<file path="src/rc4_pkg.sv">
// Package for the RC4 stream cipher: codes, microcode word types and the control store.
package rc4_pkg;

   localparam int TableEntries = 256;
   localparam int ByteWidth    = 8;
   localparam int KeyLenWidth  = 9;
   localparam int PcWidth      = 5;

   typedef logic [ByteWidth-1:0]   byte_type;
   typedef logic [KeyLenWidth-1:0] klen_type;
   typedef logic [PcWidth-1:0]     pc_type;
   typedef logic [1:0]             func_type;

   localparam func_type FUNC_KEY    = 2'd0;
   localparam func_type FUNC_CRYPT  = 2'd1;
   localparam func_type FUNC_STREAM = 2'd2;

   localparam klen_type KEY_LEN_MAX = klen_type'(TableEntries);
   localparam byte_type BYTE_LAST   = byte_type'(TableEntries - 1);

   // Control store addresses
   localparam pc_type STEP_RINIT  = 5'd0;
   localparam pc_type STEP_FETCH  = 5'd1;
   localparam pc_type STEP_KEY    = 5'd2;
   localparam pc_type STEP_INIT   = 5'd3;
   localparam pc_type STEP_SETUP  = 5'd4;
   localparam pc_type STEP_S_RDN  = 5'd5;
   localparam pc_type STEP_S_ACC  = 5'd6;
   localparam pc_type STEP_S_RDJ  = 5'd7;
   localparam pc_type STEP_S_WRN  = 5'd8;
   localparam pc_type STEP_S_WRJ  = 5'd9;
   localparam pc_type STEP_S_DONE = 5'd10;
   localparam pc_type STEP_G_INCI = 5'd11;
   localparam pc_type STEP_G_RDI  = 5'd12;
   localparam pc_type STEP_G_ACC  = 5'd13;
   localparam pc_type STEP_G_RDJ  = 5'd14;
   localparam pc_type STEP_G_WRI  = 5'd15;
   localparam pc_type STEP_G_WRJ  = 5'd16;
   localparam pc_type STEP_G_RDT  = 5'd17;
   localparam pc_type STEP_G_EMIT = 5'd18;

   typedef enum logic [1:0] {
      ADDR_N,
      ADDR_I,
      ADDR_J,
      ADDR_T
   } addr_sel_type;

   typedef enum logic [2:0] {
      WR_NONE,
      WR_N_IDENT,
      WR_N_RD,
      WR_I_RD,
      WR_J_HOLD
   } wr_sel_type;

   typedef enum logic [3:0] {
      OP_NONE,
      OP_KEY_STORE,
      OP_N_INC,
      OP_SETUP,
      OP_SCHED_J,
      OP_SCHED_NEXT,
      OP_SCHED_DONE,
      OP_I_INC,
      OP_GEN_J,
      OP_GEN_SJ,
      OP_EMIT
   } dp_op_type;

   typedef enum logic [2:0] {
      JMP_NEXT,
      JMP_GOTO,
      JMP_DISPATCH,
      JMP_LAST,
      JMP_LOOP,
      JMP_WAIT
   } jump_type;

   typedef struct packed {
      logic         ready;
      addr_sel_type addr_sel;
      wr_sel_type   wr_sel;
      dp_op_type    op;
      jump_type     jump;
      pc_type       target;
   } ctrl_word_type;

   typedef struct packed {
      logic     accept;
      func_type req_func;
      logic     last;
      logic     n_end;
      logic     out_busy;
   } status_type;

   function automatic ctrl_word_type ucode_rom(input pc_type pc);
      ctrl_word_type w;
      w = '{ready: 1'b0, addr_sel: ADDR_N, wr_sel: WR_NONE, op: OP_NONE,
            jump: JMP_NEXT, target: STEP_FETCH};
      unique case (pc)
         STEP_RINIT: begin
            w.wr_sel = WR_N_IDENT; w.op = OP_N_INC;
            w.jump = JMP_LOOP; w.target = STEP_RINIT;
         end
         STEP_FETCH: begin
            w.ready = 1'b1; w.jump = JMP_DISPATCH;
         end
         STEP_KEY: begin
            w.op = OP_KEY_STORE; w.jump = JMP_LAST; w.target = STEP_INIT;
         end
         STEP_INIT: begin
            w.wr_sel = WR_N_IDENT; w.op = OP_N_INC;
            w.jump = JMP_LOOP; w.target = STEP_INIT;
         end
         STEP_SETUP:  w.op = OP_SETUP;
         STEP_S_RDN:  w.addr_sel = ADDR_N;
         STEP_S_ACC:  w.op = OP_SCHED_J;
         STEP_S_RDJ:  w.addr_sel = ADDR_J;
         STEP_S_WRN:  w.wr_sel = WR_N_RD;
         STEP_S_WRJ: begin
            w.wr_sel = WR_J_HOLD; w.op = OP_SCHED_NEXT;
            w.jump = JMP_LOOP; w.target = STEP_S_RDN;
         end
         STEP_S_DONE: begin
            w.op = OP_SCHED_DONE; w.jump = JMP_GOTO; w.target = STEP_FETCH;
         end
         STEP_G_INCI: w.op = OP_I_INC;
         STEP_G_RDI:  w.addr_sel = ADDR_I;
         STEP_G_ACC:  w.op = OP_GEN_J;
         STEP_G_RDJ:  w.addr_sel = ADDR_J;
         STEP_G_WRI: begin
            w.wr_sel = WR_I_RD; w.op = OP_GEN_SJ;
         end
         STEP_G_WRJ:  w.wr_sel = WR_J_HOLD;
         STEP_G_RDT:  w.addr_sel = ADDR_T;
         STEP_G_EMIT: begin
            // keep reading S[S[i]+S[j]] while the response register is busy
            w.addr_sel = ADDR_T;
            w.op = OP_EMIT; w.jump = JMP_WAIT; w.target = STEP_FETCH;
         end
         default: begin
            w.jump = JMP_GOTO; w.target = STEP_FETCH;
         end
      endcase
      return w;
   endfunction

endpackage

</file>
<file path="src/rc4_seq.sv">
// Microcode sequencer: step counter, control store lookup and jump logic.
module rc4_seq import rc4_pkg::*; (
   input  logic          clock,
   input  logic          reset,
   input  status_type    status,
   output ctrl_word_type ctrl
);

   pc_type pc_ff;
   pc_type pc_in;

   always_comb begin
      ctrl = ucode_rom(pc_ff);
   end

   always_comb begin
      pc_in = pc_ff + pc_type'(1);
      unique case (ctrl.jump)
         JMP_NEXT: pc_in = pc_ff + pc_type'(1);
         JMP_GOTO: pc_in = ctrl.target;
         JMP_DISPATCH: begin
            if (!status.accept) begin
               pc_in = pc_ff;
            end else if (status.req_func == FUNC_KEY) begin
               pc_in = STEP_KEY;
            end else if (status.req_func == FUNC_CRYPT || status.req_func == FUNC_STREAM) begin
               pc_in = STEP_G_INCI;
            end else begin
               pc_in = STEP_FETCH;
            end
         end
         JMP_LAST: pc_in = status.last ? ctrl.target : STEP_FETCH;
         JMP_LOOP: pc_in = status.n_end ? pc_ff + pc_type'(1) : ctrl.target;
         JMP_WAIT: pc_in = status.out_busy ? pc_ff : ctrl.target;
         default:  pc_in = STEP_FETCH;
      endcase
   end

   always_ff @(posedge clock) begin
      if (reset) begin
         pc_ff <= STEP_RINIT;
      end else begin
         pc_ff <= pc_in;
      end
   end

   a_accept_at_fetch: assert property (@(posedge clock) disable iff (reset)
      status.accept |-> pc_ff == STEP_FETCH)
      else $error("request accepted outside fetch step");

   a_pc_range: assert property (@(posedge clock) disable iff (reset)
      pc_ff <= STEP_G_EMIT)
      else $error("step counter out of range");

   a_last_starts_schedule: assert property (@(posedge clock) disable iff (reset)
      (pc_ff == STEP_KEY && status.last) |=> pc_ff == STEP_INIT)
      else $error("final key byte did not start key schedule");

endmodule

</file>
<file path="config.mk">
export PLATFORM = sky130hd
export DESIGN_NAME = rc4_seq
export DESIGN_NICKNAME = d
export VERILOG_FILES = /design/src/rc4_pkg.sv /design/src/rc4_seq.sv
export SDC_FILE = /design/constraint.sdc
export NUM_CORES = 1
export LEC_CHECK = 0
export ABC_AREA = 1
export BUFFER_PORTS_ARGS = -buffer_cell sky130_fd_sc_hd__buf_4
export CORE_MARGIN = 1
export CORE_UTILIZATION = 50
export CTS_CLUSTER_DIAMETER = 150
export DETAILED_ROUTE_END_ITERATION = 10
export HOLD_SLACK_MARGIN = 0.06
export PLACE_DENSITY_LB_ADDON = 0.05
export SETUP_SLACK_MARGIN = 0.05
export SLEW_MARGIN = 10
export SYNTH_ARGS = -nofsm -noshare
export SYNTH_HDL_FRONTEND = slang
export SYNTH_SLANG_ARGS = --single-unit
</file>
<file path="constraint.sdc">
create_clock -name clock -period 2.94 [get_ports clock]
set_input_delay 0.588 -clock clock [delete_from_list [all_inputs] [get_ports clock]]
set_output_delay 0.588 -clock clock [all_outputs]
set_load 0.03 [all_outputs]
</file>
==> run_results.csv <==
group,metric,value,unit
run_status,outcome,"completed",
worst_setup_path,crit_type,"reg2out",
power_and_ir_drop,p_total,0.00100,W
cts,cts.sinks,5,
cts,postCtsSetupBuffers,0,
min_path,hold_class,"reg2reg",
cts,htree_levels,1,
floorplanning,ioPinCount,26,
yosys,synth_cell_types,27,
cts,cts_buffer_depth,2,
worst_setup_path,crit_path_max_fanout,5,
timing,skew,7.44,ps
cts,clk_pin_slew,50,ps
detailed_routing,num_vias,993,
detailed_routing,drt_iter0_markers,33,
final_layout,final_cell_area,1120,um^2
placed_design,place.port_buffers,23,
yosys,synthFlopType,"dfxtp_1",
global_routing,grt_pass1_wl,3550,um
run,cap_violations,0,
yosys,ys_warn_count,0,
power_and_ir_drop,p_per_area,898,nW/um^2
yosys,yosysTopAreaCell,"nand2_1",
detailed_routing,wire_per_inst,11.2,um
yosys,synth_most_common_cell,"nand2_1",
global_routing,antenna_found_initial,0,
floorplanning,num_rows,15,
worst_setup_path,critical-path-slowest-cell,"dfxtp_1",
worst_setup_path,start_kind,"register",
worst_setup_path,end_kind,"output pin",
timing,fmax,383,MHz
timing,finalHoldViolations,0,
final_layout,diodes,0,
timing,grt_setup_unrepaired,"false",
floorplanning,start_util,53.2,%
floorplanning,die_x,44.6,um
timing,fin_crit_sh,88.8,%
final_layout,largest_reg_flops,5,
yosys,synthCells,149,
timing,setup_violations,0,
global_routing,grt_max_degree,9,
yosys,synth_edf_count,0,
timing,period_needed,2610,ps
floorplanning,die-area,1990,um^2
timing,final-max-slew-violation-count,0,
power_and_ir_drop,ir_drop,454,uV
timing,finalSetupTns,0,ps
yosys,synth_top_area_share,14.5,%
yosys,ys_top_cells_by_area,"nand2_1 14%, dfxtp_1 11%, ha_1 9.6%",
yosys,syn_area,908,um^2
yosys,ys_seq_area_share,11.0,%
final_layout,fillers,165,
global_routing,grt_pass1_vias,862,
yosys,synth-seq-cells,5,
placed_design,place_area,1090,um^2
worst_setup_path,cp.required,2350,ps
cts,clockRootBuffer,"clkbuf_4",
final_layout,area_delta_synth_final,22.9,%
global_routing,grtUsageTotal,23.8,%
cts,cts_tree,"yes",
detailed_routing,drtPass1Iterations,7,
detailed_routing,postRouteAntennaNets,0,
cts,cts_resized,0,
final_layout,fin_nets,190,
placed_design,post-dp-hpwl,1850,um
power_and_ir_drop,leakagePower,0.614,nW
worst_setup_path,slowest_delay,400,ps
floorplanning,fp.coreArea,1710,um^2
final_layout,drive_gt1_share,28.7,%
detailed_routing,wirelength,2220,um
placed_design,gp_congestion,0.844,
yosys,synth.avg_cell_area,6.10,um^2
worst_setup_path,crit_chain,"inv_1 -> ha_1 -> nand2_1 -> inv_1 -> nand2_1 -> nand3_1 -> nor2_1 -> nand3_4 -> nand2_4 -> buf_4",
detailed_routing,drc,0,
floorplanning,die_y,44.6,um
final_layout,largest-register,"pc_ff",
final_layout,reg_top3,"pc_ff x5",
cts,cts_buffers,3,
cts,clock_latency,240,ps
global_routing,overflow,0,
yosys,synthArstFlopShare,0,%
worst_setup_path,arrival,2020,ps
yosys,synthTopCellsByCount,"35 x nand2_1, 22 x inv_1, 19 x nor2_1, 7 x ha_1, 7 x nand3_1",
detailed_routing,vias_per_cell,4.99,
cts,hold_buffers,0,
==> metal layers <==
layer,GRT usage [%],vias to the layer above,wire length (um)
li1,-,518,-
met1,29.1,455,1000
met2,45.0,20,1170
met3,0,0,40
met4,7.27,0,0
met5,0,-,0
==> final cells by class <==
type / count / area [um^2] / share of cell area, %
inverters: 28 / 108 / 9.64
multi-input cells: 114 / 678 / 60.8
repair buffers: 23 / 173 / 15.5
clock buffers: 4 / 26.3 / 2.35
flip-flops and latches: 5 / 100 / 8.97
well taps: 25 / 31.3 / 2.80
==> cells by family after synthesis <==
kind of cell | share of synthesized area [%]
buffers and inverters | 14.7
and+or+nand+nor | 51.8
xor gates and xnor gates | 1.93
DFF | 11.0
AOI/OAI and AO/OA | 10.5
adders and majority gates | 9.64
other | 0.413
==> path summary, 6_finish.rpt <==
| check | slack, ps | cells after the start | end | startpoint |
|---|---|---|---|---|
| hold reg to reg | 520 | 2 | pc_ff[1]$_SDFFE_PP0P_ | pc_ff[1]$_SDFFE_PP0P_ |
| setup / recovery | 330 | 10 | ctrl[5] | pc_ff[0]$_SDFFE_PP0P_ |
| setup reg to reg | 900 | 12 | pc_ff[2]$_SDFFE_PP0P_ | pc_ff[0]$_SDFFE_PP0P_ |
| hold / removal | 520 | 2 | pc_ff[1]$_SDFFE_PP0P_ | pc_ff[1]$_SDFFE_PP0P_ |
==> power by group <==
group | switching, W | total [W] | internal [W]
Clock | 0.0000264 | 0.0000776 | 0.0000512
Combinational | 0.000541 | 0.000824 | 0.000283
Sequential | 0.0000199 | 0.000101 | 0.0000809
==> critical path, delay by kind of cell (launching register included) <==
kind,cells,cell delay [ps]
fa+ha+maj,1,260
flops,1,400
buf+inv,3,370
simple gates,6,760
==> metrics by stage <==
stage,instances,hold slack [ps],setup slack [ps],util (%)
finish,199,522,328,65.3
CTS,199,519,339,65.3
detailed placement,195,511,607,63.8
global placement,195,503,631,63.8
floorplan,150,482,684,-
global route,199,542,165,65.3
==> layout by cell type (no fill, tap or decap) <==
cell type	n
dfxtp_1	5
nand3_1	7
inv_1	22
nor2_2	4
a31oi_1	2
ha_1	7
nor2_1	19
o211ai_1	2
a21oi_1	6
o21ai_0	4
nand2_1	35
clkbuf_4	3
conb_1	2
inv_2	5
nand3_2	1
nand3b_1	1
o21a_1	1
inv_4	1
nand4_1	6
nor2_4	4
nand2_2	3
xor2_1	2
nand3_4	2
nand2_4	3
buf_4	23
o21ai_1	2
clkbuf_1	1
nor2_8	1
No activity file was read; power rests on OpenSTA's default activity.
